**config.mk**
```make
export PLATFORM = sky130hd
export DESIGN_NAME = char_lcd_bus_write_sequencer
export DESIGN_NICKNAME = d
export VERILOG_FILES = /design/src/hdl/lcdseq_pkg.sv /design/src/hdl/char_lcd_bus_write_sequencer.sv
export SDC_FILE = /design/constraint.sdc
export NUM_CORES = 1
export LEC_CHECK = 0
export BUFFER_PORTS_ARGS = -buffer_cell sky130_fd_sc_hd__buf_2
export CAP_MARGIN = 30
export CORE_UTILIZATION = 30
export DETAILED_ROUTE_END_ITERATION = 16
export GPL_ROUTABILITY_DRIVEN = 0
export PLACE_DENSITY = 0.54
export SLEW_MARGIN = 15
export SYNTH_ARGS = -nofsm -noshare
export SYNTH_HDL_FRONTEND = slang
export SYNTH_SLANG_ARGS = --single-unit
export TNS_END_PERCENT = 50
```
**constraint.sdc**
```tcl
create_clock -name clk -period 7.8 [get_ports clk]
set_clock_uncertainty 0.05 [all_clocks]
set_input_delay 1.17 -clock clk [delete_from_list [all_inputs] [get_ports clk]]
set_output_delay 1.17 -clock clk [all_outputs]
set_load 0.01 [all_outputs]
```
**src/hdl/lcdseq_pkg.sv**
```systemverilog
// types, microprogram and lookup tables for the character lcd write sequencer
`timescale 1ns / 1ps
`default_nettype none

package lcdseq_pkg;

    // request kinds
    typedef enum logic [1:0] {
        OP_INIT   = 2'd0,
        OP_CMD    = 2'd1,
        OP_DATA   = 2'd2,
        OP_CURSOR = 2'd3
    } lcd_op_t;

    // where the event's port byte comes from
    typedef enum logic [1:0] {
        SRC_CONST = 2'd0,
        SRC_OPND  = 2'd1,
        SRC_KEEP  = 2'd2
    } byte_src_t;

    // which part of the byte goes on the port
    typedef enum logic [1:0] {
        PART_FULL = 2'd0,
        PART_HI   = 2'd1,
        PART_LO   = 2'd2
    } byte_part_t;

    // hold time selection; gap is 0 us for data and 100 us for commands
    typedef enum logic [2:0] {
        HOLD_0    = 3'd0,
        HOLD_1    = 3'd1,
        HOLD_100  = 3'd2,
        HOLD_2000 = 3'd3,
        HOLD_GAP  = 3'd4
    } hold_sel_t;

    localparam int HoldW    = 11;
    localparam int RomDepth = 50;
    localparam int UpcW     = $clog2(RomDepth);

    localparam logic [HoldW-1:0] HoldPulse = HoldW'(1);
    localparam logic [HoldW-1:0] HoldShort = HoldW'(100);
    localparam logic [HoldW-1:0] HoldLong  = HoldW'(2000);

    // program entry points
    localparam logic [UpcW-1:0] EntryInit4   = UpcW'(0);
    localparam logic [UpcW-1:0] EntryInit8   = UpcW'(26);
    localparam logic [UpcW-1:0] EntryByte4   = UpcW'(36);
    localparam logic [UpcW-1:0] EntryByte8   = UpcW'(40);
    localparam logic [UpcW-1:0] EntryCursor4 = UpcW'(42);
    localparam logic [UpcW-1:0] EntryCursor8 = UpcW'(47);

    typedef struct packed {
        byte_src_t  src;
        byte_part_t part;
        logic [7:0] lit;
        logic       rs_from_op;
        logic       en;
        hold_sel_t  hold;
        logic       last;
    } ctrl_word_t;

    function automatic ctrl_word_t mk(input byte_src_t src, input byte_part_t part,
                                      input logic [7:0] lit, input logic rs_from_op,
                                      input logic en, input hold_sel_t hold,
                                      input logic last);
        ctrl_word_t w;
        w.src        = src;
        w.part       = part;
        w.lit        = lit;
        w.rs_from_op = rs_from_op;
        w.en         = en;
        w.hold       = hold;
        w.last       = last;
        return w;
    endfunction

    // the microprogram, one pin event per word
    function automatic ctrl_word_t rom_word(input logic [UpcW-1:0] addr);
        ctrl_word_t w;
        case (addr)
            // init, 4-bit bus
            6'd0:  w = mk(SRC_CONST, PART_FULL, 8'h00, 1'b0, 1'b0, HOLD_0,    1'b0);
            6'd1:  w = mk(SRC_CONST, PART_HI,   8'h33, 1'b0, 1'b1, HOLD_1,    1'b0);
            6'd2:  w = mk(SRC_CONST, PART_HI,   8'h33, 1'b0, 1'b0, HOLD_100,  1'b0);
            6'd3:  w = mk(SRC_CONST, PART_LO,   8'h33, 1'b0, 1'b1, HOLD_1,    1'b0);
            6'd4:  w = mk(SRC_CONST, PART_LO,   8'h33, 1'b0, 1'b0, HOLD_100,  1'b0);
            6'd5:  w = mk(SRC_CONST, PART_HI,   8'h32, 1'b0, 1'b1, HOLD_1,    1'b0);
            6'd6:  w = mk(SRC_CONST, PART_HI,   8'h32, 1'b0, 1'b0, HOLD_100,  1'b0);
            6'd7:  w = mk(SRC_CONST, PART_LO,   8'h32, 1'b0, 1'b1, HOLD_1,    1'b0);
            6'd8:  w = mk(SRC_CONST, PART_LO,   8'h32, 1'b0, 1'b0, HOLD_100,  1'b0);
            6'd9:  w = mk(SRC_CONST, PART_HI,   8'h28, 1'b0, 1'b1, HOLD_1,    1'b0);
            6'd10: w = mk(SRC_CONST, PART_HI,   8'h28, 1'b0, 1'b0, HOLD_100,  1'b0);
            6'd11: w = mk(SRC_CONST, PART_LO,   8'h28, 1'b0, 1'b1, HOLD_1,    1'b0);
            6'd12: w = mk(SRC_CONST, PART_LO,   8'h28, 1'b0, 1'b0, HOLD_100,  1'b0);
            6'd13: w = mk(SRC_CONST, PART_HI,   8'h0E, 1'b0, 1'b1, HOLD_1,    1'b0);
            6'd14: w = mk(SRC_CONST, PART_HI,   8'h0E, 1'b0, 1'b0, HOLD_100,  1'b0);
            6'd15: w = mk(SRC_CONST, PART_LO,   8'h0E, 1'b0, 1'b1, HOLD_1,    1'b0);
            6'd16: w = mk(SRC_CONST, PART_LO,   8'h0E, 1'b0, 1'b0, HOLD_100,  1'b0);
            6'd17: w = mk(SRC_CONST, PART_HI,   8'h01, 1'b0, 1'b1, HOLD_1,    1'b0);
            6'd18: w = mk(SRC_CONST, PART_HI,   8'h01, 1'b0, 1'b0, HOLD_100,  1'b0);
            6'd19: w = mk(SRC_CONST, PART_LO,   8'h01, 1'b0, 1'b1, HOLD_1,    1'b0);
            6'd20: w = mk(SRC_CONST, PART_LO,   8'h01, 1'b0, 1'b0, HOLD_100,  1'b0);
            6'd21: w = mk(SRC_KEEP,  PART_FULL, 8'h00, 1'b0, 1'b0, HOLD_2000, 1'b0);
            6'd22: w = mk(SRC_CONST, PART_HI,   8'h06, 1'b0, 1'b1, HOLD_1,    1'b0);
            6'd23: w = mk(SRC_CONST, PART_HI,   8'h06, 1'b0, 1'b0, HOLD_100,  1'b0);
            6'd24: w = mk(SRC_CONST, PART_LO,   8'h06, 1'b0, 1'b1, HOLD_1,    1'b0);
            6'd25: w = mk(SRC_CONST, PART_LO,   8'h06, 1'b0, 1'b0, HOLD_100,  1'b1);
            // init, 8-bit bus
            6'd26: w = mk(SRC_CONST, PART_FULL, 8'h00, 1'b0, 1'b0, HOLD_2000, 1'b0);
            6'd27: w = mk(SRC_CONST, PART_FULL, 8'h38, 1'b0, 1'b1, HOLD_1,    1'b0);
            6'd28: w = mk(SRC_CONST, PART_FULL, 8'h38, 1'b0, 1'b0, HOLD_100,  1'b0);
            6'd29: w = mk(SRC_CONST, PART_FULL, 8'h0E, 1'b0, 1'b1, HOLD_1,    1'b0);
            6'd30: w = mk(SRC_CONST, PART_FULL, 8'h0E, 1'b0, 1'b0, HOLD_100,  1'b0);
            6'd31: w = mk(SRC_CONST, PART_FULL, 8'h01, 1'b0, 1'b1, HOLD_1,    1'b0);
            6'd32: w = mk(SRC_CONST, PART_FULL, 8'h01, 1'b0, 1'b0, HOLD_100,  1'b0);
            6'd33: w = mk(SRC_KEEP,  PART_FULL, 8'h00, 1'b0, 1'b0, HOLD_2000, 1'b0);
            6'd34: w = mk(SRC_CONST, PART_FULL, 8'h06, 1'b0, 1'b1, HOLD_1,    1'b0);
            6'd35: w = mk(SRC_CONST, PART_FULL, 8'h06, 1'b0, 1'b0, HOLD_100,  1'b1);
            // command or data byte, 4-bit bus
            6'd36: w = mk(SRC_OPND,  PART_HI,   8'h00, 1'b1, 1'b1, HOLD_1,    1'b0);
            6'd37: w = mk(SRC_OPND,  PART_HI,   8'h00, 1'b1, 1'b0, HOLD_GAP,  1'b0);
            6'd38: w = mk(SRC_OPND,  PART_LO,   8'h00, 1'b1, 1'b1, HOLD_1,    1'b0);
            6'd39: w = mk(SRC_OPND,  PART_LO,   8'h00, 1'b1, 1'b0, HOLD_100,  1'b1);
            // command or data byte, 8-bit bus
            6'd40: w = mk(SRC_OPND,  PART_FULL, 8'h00, 1'b1, 1'b1, HOLD_1,    1'b0);
            6'd41: w = mk(SRC_OPND,  PART_FULL, 8'h00, 1'b1, 1'b0, HOLD_100,  1'b1);
            // set cursor, 4-bit bus
            6'd42: w = mk(SRC_OPND,  PART_HI,   8'h00, 1'b0, 1'b1, HOLD_1,    1'b0);
            6'd43: w = mk(SRC_OPND,  PART_HI,   8'h00, 1'b0, 1'b0, HOLD_100,  1'b0);
            6'd44: w = mk(SRC_OPND,  PART_LO,   8'h00, 1'b0, 1'b1, HOLD_1,    1'b0);
            6'd45: w = mk(SRC_OPND,  PART_LO,   8'h00, 1'b0, 1'b0, HOLD_100,  1'b0);
            6'd46: w = mk(SRC_KEEP,  PART_FULL, 8'h00, 1'b0, 1'b0, HOLD_100,  1'b1);
            // set cursor, 8-bit bus
            6'd47: w = mk(SRC_OPND,  PART_FULL, 8'h00, 1'b0, 1'b1, HOLD_1,    1'b0);
            6'd48: w = mk(SRC_OPND,  PART_FULL, 8'h00, 1'b0, 1'b0, HOLD_100,  1'b0);
            6'd49: w = mk(SRC_KEEP,  PART_FULL, 8'h00, 1'b0, 1'b0, HOLD_100,  1'b1);
            default: w = mk(SRC_KEEP, PART_FULL, 8'h00, 1'b0, 1'b0, HOLD_0,   1'b1);
        endcase
        return w;
    endfunction

    // dispatch: first word of the program for a request kind and bus width
    function automatic logic [UpcW-1:0] entry_addr(input lcd_op_t op, input logic four_bit);
        logic [UpcW-1:0] a;
        case (op)
            OP_INIT:   a = four_bit ? EntryInit4   : EntryInit8;
            OP_CMD:    a = four_bit ? EntryByte4   : EntryByte8;
            OP_DATA:   a = four_bit ? EntryByte4   : EntryByte8;
            OP_CURSOR: a = four_bit ? EntryCursor4 : EntryCursor8;
            default:   a = EntryInit4;
        endcase
        return a;
    endfunction

    // ddram base address of each display row
    function automatic logic [7:0] row_base(input logic [1:0] idx);
        logic [7:0] b;
        case (idx)
            2'd0:    b = 8'h80;
            2'd1:    b = 8'hC0;
            2'd2:    b = 8'h94;
            2'd3:    b = 8'hD4;
            default: b = 8'h80;
        endcase
        return b;
    endfunction

endpackage

`default_nettype wire

```
**src/hdl/char_lcd_bus_write_sequencer.sv**
```systemverilog
// top level: microcoded sequencer that turns lcd requests into timed pin events
`timescale 1ns / 1ps
`default_nettype none

// Each input transaction is one request for an HD44780-style character LCD:
// power-up init, command byte, data byte or set cursor. The block answers with
// a run of pin events on the output stream, one transaction per event, each
// giving the data port byte, RS, RW (always write), EN and the number of
// microseconds the levels must be held; tlast marks the final event of a run.
// The bus width comes from cfg_wdata written with cfg_we (1 = 4-bit nibble
// transfers, 0 = 8-bit) and resets to 4-bit; write it only while the block is
// idle. Row and column are clamped to 1..4 and 1..20 before the cursor address
// is formed. Runs are fixed by a 50-word microprogram held in a constant
// table: a request dispatches to its program entry and a step counter walks it,
// one event per clock while the output side takes them. A run is 26 events for
// 4-bit init, 10 for 8-bit init, 4 or 2 for a byte, and 5 or 3 for set cursor,
// so a request occupies the block for its dispatch plus one step per event,
// plus any output stalls.
// The next request is taken in the cycle after the last event has been staged,
// even while that event still waits in the output register.
module char_lcd_bus_write_sequencer
    import lcdseq_pkg::*;
(
    input  wire logic        clk,
    input  wire logic        rst_n,

    // configuration: bus_is_4bit
    input  wire logic        cfg_we,
    input  wire logic        cfg_wdata,

    // request stream
    input  wire logic        s_axis_tvalid,
    output logic             s_axis_tready,
    input  wire logic [15:0] s_axis_tdata,   // byte_value[7:0], column[12:8], row[15:13]
    input  wire logic [1:0]  s_axis_tuser,   // operation[1:0]

    // pin event stream
    output logic             m_axis_tvalid,
    input  wire logic        m_axis_tready,
    output logic [23:0]      m_axis_tdata,   // port_byte[7:0], read_write[8],
                                             // enable_pin[9], hold_us[20:10], zero fill
    output logic             m_axis_tuser,   // reg_select
    output logic             m_axis_tlast    // last_event
);

    // sequencer states
    typedef enum logic [1:0] {
        ST_IDLE = 2'b01,
        ST_RUN  = 2'b10
    } seq_state_t;

    seq_state_t       state_reg, state_next;
    logic [UpcW-1:0]  upc_reg, upc_next;
    logic             bus_is_4bit_reg;

    // operand latched at request time: the byte, or the cursor address
    logic [7:0]       operand_reg;
    logic             rs_op_reg;

    // output register
    logic             out_valid_reg;
    logic [7:0]       port_reg;
    logic             rs_reg;
    logic             en_reg;
    logic [HoldW-1:0] hold_reg;
    logic             last_reg;

    // request fields
    lcd_op_t    req_op;
    logic [7:0] req_byte;
    logic [4:0] req_col;
    logic [2:0] req_row;

    logic [4:0] col_clamped;
    logic [1:0] row_idx;
    logic [7:0] cursor_addr;

    logic       accept;
    logic       step;
    ctrl_word_t cw;
    logic [7:0] src_byte;
    logic [7:0] ev_port;
    logic [HoldW-1:0] ev_hold;

    assign req_op   = lcd_op_t'(s_axis_tuser);
    assign req_byte = s_axis_tdata[7:0];
    assign req_col  = s_axis_tdata[12:8];
    assign req_row  = s_axis_tdata[15:13];

    // clamp row to 1..4 and column to 1..20, then base + column - 1
    always_comb
    begin
        if (req_row == 3'd0)
        begin
            row_idx = 2'd0;
        end
        else if (req_row > 3'd4)
        begin
            row_idx = 2'd3;
        end
        else
        begin
            row_idx = 2'(req_row - 3'd1);
        end

        if (req_col == 5'd0)
        begin
            col_clamped = 5'd1;
        end
        else if (req_col > 5'd20)
        begin
            col_clamped = 5'd20;
        end
        else
        begin
            col_clamped = req_col;
        end

        cursor_addr = 8'(row_base(row_idx) + {3'b000, col_clamped} - 8'd1);
    end

    assign s_axis_tready = (state_reg == ST_IDLE);
    assign accept        = s_axis_tvalid && s_axis_tready;

    // a step emits one event; it waits while the output register is full and stalled
    assign step = (state_reg == ST_RUN) && (!out_valid_reg || m_axis_tready);
    assign cw   = rom_word(upc_reg);

    // datapath driven by the control word
    always_comb
    begin
        case (cw.src)
            SRC_CONST: src_byte = cw.lit;
            SRC_OPND:  src_byte = operand_reg;
            SRC_KEEP:  src_byte = port_reg;
            default:   src_byte = port_reg;
        endcase

        case (cw.part)
            PART_FULL: ev_port = src_byte;
            PART_HI:   ev_port = {src_byte[7:4], 4'h0};
            PART_LO:   ev_port = {src_byte[3:0], 4'h0};
            default:   ev_port = src_byte;
        endcase

        case (cw.hold)
            HOLD_0:    ev_hold = '0;
            HOLD_1:    ev_hold = HoldPulse;
            HOLD_100:  ev_hold = HoldShort;
            HOLD_2000: ev_hold = HoldLong;
            HOLD_GAP:  ev_hold = rs_op_reg ? '0 : HoldShort;
            default:   ev_hold = '0;
        endcase
    end

    // step counter and dispatch
    always_comb
    begin
        state_next = state_reg;
        upc_next   = upc_reg;
        case (state_reg)
            ST_IDLE:
            begin
                if (accept)
                begin
                    state_next = ST_RUN;
                    upc_next   = entry_addr(req_op, bus_is_4bit_reg);
                end
            end
            ST_RUN:
            begin
                if (step)
                begin
                    upc_next = upc_reg + UpcW'(1);
                    if (cw.last)
                    begin
                        state_next = ST_IDLE;
                    end
                end
            end
            default:
            begin
                state_next = ST_IDLE;
            end
        endcase
    end

    always_ff @(posedge clk or negedge rst_n)
    begin
        if (!rst_n)
        begin
            state_reg       <= ST_IDLE;
            upc_reg         <= '0;
            bus_is_4bit_reg <= 1'b1;
            out_valid_reg   <= 1'b0;
        end
        else
        begin
            state_reg <= state_next;
            upc_reg   <= upc_next;
            if (cfg_we)
            begin
                bus_is_4bit_reg <= cfg_wdata;
            end
            if (step)
            begin
                out_valid_reg <= 1'b1;
            end
            else if (m_axis_tready)
            begin
                out_valid_reg <= 1'b0;
            end
        end
    end

    // payload registers; every program opens with a fresh byte, so the kept
    // port byte of a pause always comes from the same run
    always_ff @(posedge clk)
    begin
        if (accept)
        begin
            operand_reg <= (req_op == OP_CURSOR) ? cursor_addr : req_byte;
            rs_op_reg   <= (req_op == OP_DATA);
        end
        else if (step)
        begin
            port_reg <= ev_port;
            rs_reg   <= cw.rs_from_op && rs_op_reg;
            en_reg   <= cw.en;
            hold_reg <= ev_hold;
            last_reg <= cw.last;
        end
    end

    assign m_axis_tvalid = out_valid_reg;
    assign m_axis_tdata  = {3'b000, hold_reg, en_reg, 1'b0, port_reg};
    assign m_axis_tuser  = rs_reg;
    assign m_axis_tlast  = last_reg;

    // the step counter never leaves the microprogram while a run is live
    a_upc_in_rom: assert property (@(posedge clk) disable iff (!rst_n)
        (state_reg == ST_RUN) |-> (upc_reg < UpcW'(RomDepth)))
        else $error("step counter outside the microprogram");

    // a stalled output freezes the sequencer
    a_stall_holds_upc: assert property (@(posedge clk) disable iff (!rst_n)
        ((state_reg == ST_RUN) && out_valid_reg && !m_axis_tready) |=> $stable(upc_reg))
        else $error("step counter moved during an output stall");

    // staging the final event of a run frees the request side
    a_last_ends_run: assert property (@(posedge clk) disable iff (!rst_n)
        (step && cw.last) |=> (s_axis_tready && m_axis_tvalid && m_axis_tlast))
        else $error("run did not end after its final event");

    // a new run never starts while events of the current run are still pending
    a_no_accept_mid_run: assert property (@(posedge clk) disable iff (!rst_n)
        (out_valid_reg && !last_reg) |-> !s_axis_tready)
        else $error("request taken in the middle of a run");

endmodule

`default_nettype wire

```
-- Word level (Yosys, flattened, before mapping)
Memory sizes are Yosys's and may differ from the RTL's.
Index checks and enable logic that the tools add are counted.
- register bits: 41
- bits in latches: 0
- bits in writable memories: 0
- memory bits (read-only): 1024
- output and inout bits: 28
- word-level logic and storage cells: 76
- memories kept: 1
- $add $sub $neg: 4
- $mul: 0
- div/mod/pow operators: 0
- magnitude comparators: 2
- equal/unequal tests: 18
- shift-type cells: 0
- muxes and demuxes: 23
- bitwise gates (word level): 1
- reduce and logical (&&, ||, !) cells: 16
- memory list (name ; words ; width ; rd ports ; clocked after memory_dff ; wr ports ; RTL line ; source):
    (name not given) ; 64 ; 16 ; 1 ; 0 ; 0 ; lcdseq_pkg.sv:82 ; case (addr)
- operators by type and width (kind ; number):
    case mux 11 bit (4 select lines) ; 1
    case mux 8 bit (2 select lines) ; 2
    case mux 8 bit (4 select lines) ; 1
    case mux 6 bit (3 select lines) ; 1
    two-way mux 5 bit ; 3
    == test 2 bit (second input constant) ; 6
    two-way mux 6 bit ; 2
    case mux 6 bit (2 select lines) ; 1
    == test 2 x 1 -> 1 bit (second input constant) ; 5
    two-way mux 2 bit ; 5
    adder 8 x 5 -> 8 bit ; 1
    two-way mux 8 bit ; 1
    subtractor 8 x 1 -> 8 bit (second input constant) ; 1
    two-way mux 7 bit ; 1
    adder 6 x 1 -> 6 bit (second input constant) ; 1
    == test 3 x 2 -> 1 bit (second input constant) ; 2
    logical NOT 2 bit ; 3
    AND reduction 3 bit ; 2
    > comparator 5 bit (second input constant) ; 1
    logical NOT 5 bit ; 1
    two-way mux 4 bit ; 1
    inequality test 2 bit (second input constant) ; 2
    case mux 2 bit (2 select lines) ; 1
    nonzero test 2 bit ; 2
    other kinds (14) ; 17

-- Longest topological paths before layout
Gate-level depths: netlist of run 1.
- word-level depth: 8
- gate-level depth with buffers: 15

-- Worst setup path after synthesis of run 1
No wires, ideal clock.
- kind: input-to-reg
- from: input port s_axis_tdata[13]
- to: register operand_reg[6], data pin
- data arrival time: 3.336 ns
- required time: 7.490 ns
- slack: 4.155 ns
- stages: 12
- path through: inv_1 ha_1 maj3_1 ha_1 inv_1 ha_1 a21o_1 a21oi_1 nor2b_1 nor2_1 xnor2_1 mux2_2
- word-level cells in the longest chain between the ends: 8
- elaborated cells between the ends (all ways): 13
- those cells by class: add/sub (3); order compare (1); eq/ne (3); mux (4); reduce/logical (2)
- RTL lines (item ; RTL line ; source):
    start, declared ; char_lcd_bus_write_sequencer.sv:34 ; input wire logic [15:0] s_axis_tdata,
    > comparator 3 bit or subtractor 2 x 1 -> 2 bit (tied branches) ; char_lcd_bus_write_sequencer.sv:97, char_lcd_bus_write_sequencer.sv:103 ;
    two-way mux 2 bit ; char_lcd_bus_write_sequencer.sv:97 ; else if (req_row > 3'd4)
    two-way mux 2 bit * ; char_lcd_bus_write_sequencer.sv:93 ; if (req_row == 3'd0)
    == test 2 bit, or another cell as far along ; lcdseq_pkg.sv:160 ; case (idx)
    case mux 8 bit (4 select lines) * ; lcdseq_pkg.sv:160 ;
    adder 8 x 5 -> 8 bit * ; char_lcd_bus_write_sequencer.sv:119 ; cursor_addr = 8'(row_base(row_idx) + {3'b000, col_clamped} - 8'd1);
    subtractor 8 x 1 -> 8 bit * ; char_lcd_bus_write_sequencer.sv:119 ;
    two-way mux 8 bit * ; char_lcd_bus_write_sequencer.sv:222 ; operand_reg <= (req_op == OP_CURSOR) ? cursor_addr : req_byte;
    end signal, assigned ; char_lcd_bus_write_sequencer.sv:222 ;
    end, declared ; char_lcd_bus_write_sequencer.sv:57 ; logic [7:0] operand_reg;
Mark *: on every way between the ends. The rest lies on a longest branch, timed or not. The select of a mux whose other input is x is not followed.
A chain may end at the register's enable or synchronous reset.

-- Worst setup path in the final report of run 1
- from: register upc_reg[1]
- to: register port_reg[4], data pin
- word-level cells in the longest chain between the ends: 4
- elaborated cells between the ends (all ways): 7
- those cells by class: eq/ne (3); mux (2); reduce/logical (1); memory (1)
- RTL lines (item ; RTL line ; source):
    start, declared ; char_lcd_bus_write_sequencer.sv:53 ; logic [UpcW-1:0] upc_reg, upc_next;
    start signal, assigned ; char_lcd_bus_write_sequencer.sv:200 ; upc_reg <= upc_next;
    memory (64 x 16 bit) * ; n/a ;
    == test 2 x 1 -> 1 bit or logical NOT 2 bit (tied branches) ; char_lcd_bus_write_sequencer.sv:132 ; case (cw.src)
    case mux 8 bit (2 select lines) ; char_lcd_bus_write_sequencer.sv:132 ;
    case mux 8 bit (2 select lines) * ; char_lcd_bus_write_sequencer.sv:139 ; case (cw.part)
    via ev_port[4] ; char_lcd_bus_write_sequencer.sv:82 ; logic [7:0] ev_port;
    end signal, assigned ; char_lcd_bus_write_sequencer.sv:227 ; port_reg <= ev_port;
    end, declared ; char_lcd_bus_write_sequencer.sv:62 ; logic [7:0] port_reg;
Mark *: on every way through the listed nets, which the timed path passes. The rest lies on a longest branch.

==> metrics.yaml, run 1 <==
port_buffers: 45
finalCritPeriodShare_pct: 47.2
seqPwrFrac_pct: 25.6
tightest_slew_ns: 0.773
p_int_mw: 0.683
yosysWarningCount: 0
dpl.hpwl_mm: 4.86
antenna_left: 0
synth_edf_count: 24
rsz0062_at_grt: "false"
cts-root-buf: "clkbuf_8"
dr.pass1.iters: 4
r2r_slack_ns: 4.12
num_rows: 36
syn_avg_cell_area_um2: 8.47
initial_core_util_pct: 30.8
ios: 52
synth.most_common_cell: "nor2_1"
ys_seq_elements: 34
grt_usage_pct: 13.5
cts_setup_buffers: 0
core_area_mm2: 0.00973
crit_path_end_kind: "register"
grt_max_degree: 47
path_max_fanout: 15
wl_per_cell_um: 13.0
synth_common_cells: "36 x nor2_1, 33 x a21oi_1, 28 x nand2_1, 24 x edfxtp_1, 23 x inv_1"
status: "finished, final reports clean"
synth_top_area_share_pct: 24.0
synth_ff_type: "edfxtp_1"
arrival_ns: 3.67
clk_pin_slew_ns: 0.08
synth_top_area_cell: "edfxtp_1"
cts_inserted_buffers: 5
ctsResizeCount: 0
area_delta_synth_final_pct: 10.3
synthesis.area_mm2: 0.00300
hold_buffers: 0
clock.fmax_ghz: 0.271
leakage_nw: 1.37
switching_share_pct: 47.9
netlist_instances: 354
drive_gt1_share_pct: 20.8
power_density_mw_per_mm2: 396
hold_viol: 0
worst_ep_required_time_ns: 7.78
cts.sinks: 34
start_kind: "register"
yosys-top-cells-area: "edfxtp_1 24%, ha_1 8.3%, dfrtp_1 6.7%"
fin_crit_ns: 3.68
globalRouteOverflowTotal: 0
first_global_vias: 2210
utilization_pct: 34.0
ys_seq_area_share_pct: 32.5
vias_per_cell: 4.88
fin_hold_ws_ns: 0.470
grt_pass1_wl_mm: 10.9
chipHeight_um: 102
ctsLongestPathBuffers: 2
irDropWorstVdd_mv: 0.171
fin_cells: 512
die_x_um: 102
dp_cells: 504
drc: 0
max_cap_violations: 0
vias: 2500
diodes: 0
crit_type: "register to register"
grt_antenna_before_repair: 0
report.final.slew_viol_count: 0
finalWirelength_mm: 6.63
fin_nets: 423
pwr-share-clk_pct: 11.9
ys_types: 63
power.switching_mw: 0.628
insertion_delay_ns: 0.28
combPwrFrac_pct: 62.5
tritoncts: "yes"
drt_iter0_drc: 163
relSlewSlack_pct: 48.4
async_reset_ff_share_pct: 29.4
fp.dieArea_mm2: 0.0104
setup_tns_ns: 0
setup_violations: 0
hold_class: "register to register"
htreeDepth: 2
-- power by group through the flow --
stage                     logic, mW  registers [mW]  clock network [mW]
after floorplan               0.681           0.321                   0
after global placement        0.811           0.338                   0
after detailed placement      0.812           0.339                   0
after CTS                     0.815           0.335               0.160
after global routing          0.926           0.344               0.167
final                         0.819           0.336               0.156
-- critical path: stages, from the launching register on --
cell and delay (ns):
dfrtp_1 0.69, inv_1 0.22, ha_1 0.49, nor2_2 0.20, a21oi_1 0.06, nor2_1 0.12, a21oi_1 0.05, a211oi_1 0.36
a31oi_1 0.08, ha_1 0.37, nor2_1 0.29, inv_1 0.11, a221oi_2 0.28, nor2_1 0.07
-- layout make-up --
cell class / instances / area [um^2]
fillers: 1053 / 6420
multi-input cells: 265 / 1720
flip-flops and latches: 34 / 973
repair buffers: 48 / 248
well taps: 133 / 166
clock buffers: 8 / 111
inverters: 24 / 90.1
-- cell families (layout without fill, tap and decap cells) --
| group | after synthesis | in the layout | synth area share, % |
|---|---|---|---|
| muxes | 10 | 10 | 3.59 |
| DFF | 34 | 34 | 32.5 |
| adders and majority gates | 22 | 22 | 9.35 |
| and+or+nand+nor | 118 | 118 | 20.1 |
| AOI/OAI and AO/OA | 104 | 104 | 22.1 |
| xor gates and xnor gates | 5 | 5 | 1.46 |
| buffers and inverters | 60 | 80 | 10.8 |
| other | 1 | 6 | 0.125 |
-- per-layer routing --
metal / vias up / global-route usage [%] / part of all wire (%)
met3: 6 / 2.80 / 5.8
met4: 0 / 3.96 / 1.3
met5: - / 0 / 0
met1: 1151 / 19.2 / 50
li1: 1281 / - / -
met2: 62 / 20.5 / 43
-- stage by stage --
step	setup WS, ns	cell area (um^2)	power (mW)
floorplan	4.15	3020	1.00
finish	4.12	3310	1.31
global route	3.77	3310	1.44
detailed placement	3.92	3200	1.15
CTS	4.14	3310	1.31
global placement	3.96	3200	1.15
-- path summary, 6_finish.rpt --
check,startpoint,depth (start not counted),end
min reg2reg,m_axis_tvalid,2,m_axis_tvalid
min,m_axis_tvalid,2,m_axis_tvalid
max reg2reg,upc_reg[1],13,port_reg[4]
max,upc_reg[1],13,port_reg[4]
min in group asynchronous,rst_n,1,m_axis_tvalid
max in group asynchronous,rst_n,1,state_reg[0]
-- placed cells by master, fill, tap and decap left out, types with 4 or more instances in the layout --
| cell | count |
|---|---|
| nand3_1 | 4 |
| edfxtp_1 | 24 |
| o21ai_1 | 6 |
| buf_2 | 45 |
| nand2b_1 | 9 |
| dfrtp_1 | 8 |
| o22ai_1 | 8 |
| nor2b_1 | 10 |
| clkbuf_8 | 6 |
| a211oi_1 | 4 |
| nand2_1 | 28 |
| nor2_1 | 36 |
| ha_1 | 20 |
| o21ai_0 | 20 |
| inv_1 | 23 |
| a21oi_1 | 33 |
| xnor2_1 | 4 |
| mux2_2 | 6 |
| conb_1 | 6 |
| a31oi_1 | 8 |
| mux2i_1 | 4 |
| nor3_1 | 5 |
(Power assumes the default switching activity.)
==> run 2, diff against run 1 <==
==> constraint.sdc (replaced) <==
create_clock -name clk -period 3.7 [get_ports clk]
set_clock_uncertainty 0.05 [all_clocks]
set_input_delay 0.555 -clock clk [delete_from_list [all_inputs] [get_ports clk]]
set_output_delay 0.555 -clock clk [all_outputs]
set_load 0.01 [all_outputs]
==> metrics.yaml, run 2 (same netlist as run 1, synthesis figures left out) <==
p_int_mw: 1.46  # +110%
m1WireLength_mm: 3.49  # +6.1%
power_density_mw_per_mm2: 845  # +110%
relSlewSlack_pct: 56.3  # +7.9 points
setup_slack_ns: 0.742  # -3.37 ns
globalRouteOverflowTotal: 0  # unchanged
grt_antenna_before_repair: 0  # unchanged
drc: 0  # unchanged
cts.sinks: 34  # unchanged
core_area_mm2: 0.00973  # unchanged
hold_buffers: 0  # unchanged
wl_per_cell_um: 13.5  # +4.1%
dp_slack_ns: 0.445  # -3.48 ns
path_max_fanout: 11  # -4
first_global_vias: 2216  # +0.27%
fin_crit_ns: 2.96  # -0.727 ns
drt_iter0_drc: 176  # +8.0%
pwr-share-clk_pct: 10.5  # -1.4 points
fill_cells: 1055  # +0.19%
crit_path_end_kind: "register"
drive_gt1_share_pct: 22.7  # +1.9 points
worstRegToRegCells: 12  # -1
fin_cells: 520  # +1.6%
routed-wl-met2_mm: 3.14  # +9.3%
place_area_mm2: 0.00326  # +1.9%
irDropWorstVdd_mv: 0.310  # +81%
status: "finished, final reports clean"
p_total_mw: 2.83  # +120%
fin_nets: 431  # +1.9%
worst_ep_required_time_ns: 3.70  # -4.08 ns
dp_cells: 512  # +1.6%
die_x_um: 102  # unchanged
ctsResizeCount: 0  # unchanged
initial_core_util_pct: 30.8  # unchanged
insertion_delay_ns: 0.29  # about the same
dr_wl_met3_um: 314  # -18%
report.final.slew_viol_count: 0  # unchanged
dr.pass1.iters: 4  # unchanged
grt_usage_pct: 13.7  # +0.24 points
start_kind: "register"
hold_viol: 0  # unchanged
fp.dieArea_mm2: 0.0104  # unchanged
clock.fmax_ghz: 0.338  # +25%
diodes: 0  # unchanged
rsz0062_at_grt: "false"
cts-root-buf: "clkbuf_8"
ctsLongestPathBuffers: 2  # unchanged
switching_share_pct: 48.4  # +0.47 points
clk_pin_slew_ns: 0.08  # about the same
tightest_slew_ns: 0.656  # -0.118 ns
cts_setup_buffers: 0  # unchanged
grt_pass1_wl_mm: 11.1  # +1.2%
finalCritPeriodShare_pct: 79.9  # +33 points
stdcell_area_mm2: 0.00335  # +1.3%
leakage_nw: 1.40  # +2.6%
antenna_left: 0  # unchanged
vias: 2580  # +3.2%
cts_inserted_buffers: 5  # unchanged
htreeDepth: 2  # unchanged
num_rows: 36  # unchanged
setup_violations: 0  # unchanged
chipHeight_um: 102  # unchanged
maxUsedRoutingLayer: "met4"
grt_max_degree: 35  # -26%
tritoncts: "yes"
vias_per_cell: 4.96  # +1.6%
finalWirelength_mm: 7.01  # +5.7%
hold_class: "primary input to async pin"
final_cell_mix: "45 x buf_2, 36 x nor2_1, 33 x a21oi_1"
setup_tns_ns: 0  # unchanged
regArea_um2: 973  # unchanged
combPwrFrac_pct: 64.7  # +2.2 points
port_buffers: 45  # unchanged
seqPwrFrac_pct: 24.8  # -0.8 points
power.switching_mw: 1.37  # +120%
max_cap_violations: 0  # unchanged
mostFrequentLayoutCell: "buf_2"
area_delta_synth_final_pct: 11.7
ios: 52  # unchanged
arrival_ns: 2.96  # -0.71 ns
crit_type: "register to register"
multiInputGateArea_mm2: 0.00172  # unchanged
dpl.hpwl_mm: 5.14  # +5.7%
[run 2: changes by cell type in the layout (fill, tap and decap cells not counted), sizes merged]
cell and delta:
clkinv +1, buf +8, clkbuf -2, inv +1
[run 2: cell type report]
| class | instances | share of cell area [%] |
|---|---|---|
| timing repair buffer | 56 | 9.19 |
| inverter | 24 | 2.69 |
| sequential | 34 | 29.1 |
| clock buffer | 6 | 2.46 |
| multi-input combinational | 265 | 51.3 |
| clock inverter | 2 | 0.336 |
| tap | 133 | 4.97 |
[run 2: layer usage]
| layer | GRT usage, % | vias to the layer above |
|---|---|---|
| met2 | 20.6 | 63 |
| met5 | 0 | - |
| met4 | 3.96 | 0 |
| li1 | - | 1289 |
| met1 | 20.0 | 1221 |
| met3 | 2.53 | 7 |
[run 2: per-stage QoR]
stage | util, % | hold WS, ns
CTS | 34.4 | 0.0567
global placement | 33.5 | 0.382
floorplan | - | 0.209
global route | 34.4 | 0.0532
finish | 34.4 | 0.0591
detailed placement | 33.5 | 0.387
[run 2: path summary, 6_finish.rpt]
check,start,to,slack (ns)
setup / recovery,upc_reg[0],port_reg[4],0.74
hold / removal,rst_n,m_axis_tvalid,0.06
setup reg to reg,upc_reg[0],port_reg[4],0.74
hold reg to reg,m_axis_tvalid,m_axis_tvalid,0.49
max in group asynchronous,rst_n,bus_is_4bit_reg,3.28
min in group clk,cfg_wdata,bus_is_4bit_reg,0.44
[run 2: worst max-delay path: stages (launching register included)]
cell and delay (ns):
dfrtp_1 0.40, inv_1 0.18, ha_1 0.45, a21oi_1 0.13
nor2_1 0.11, a21oi_1 0.05, a211oi_1 0.33, a31oi_1 0.08
ha_1 0.35, nor2_1 0.17, inv_1 0.09, a221oi_2 0.26
nor2_1 0.07
[run 2: power groups by stage]
stage	Clock [mW]	Combinational [mW]	Sequential (mW)
6_report	0.298	1.83	0.701
5_1_grt	0.324	2.05	0.720
4_1_cts	0.309	1.83	0.700
3_5_place_dp	0	1.82	0.708
3_3_place_gp	0	1.80	0.706
2_1_floorplan	0	1.44	0.676
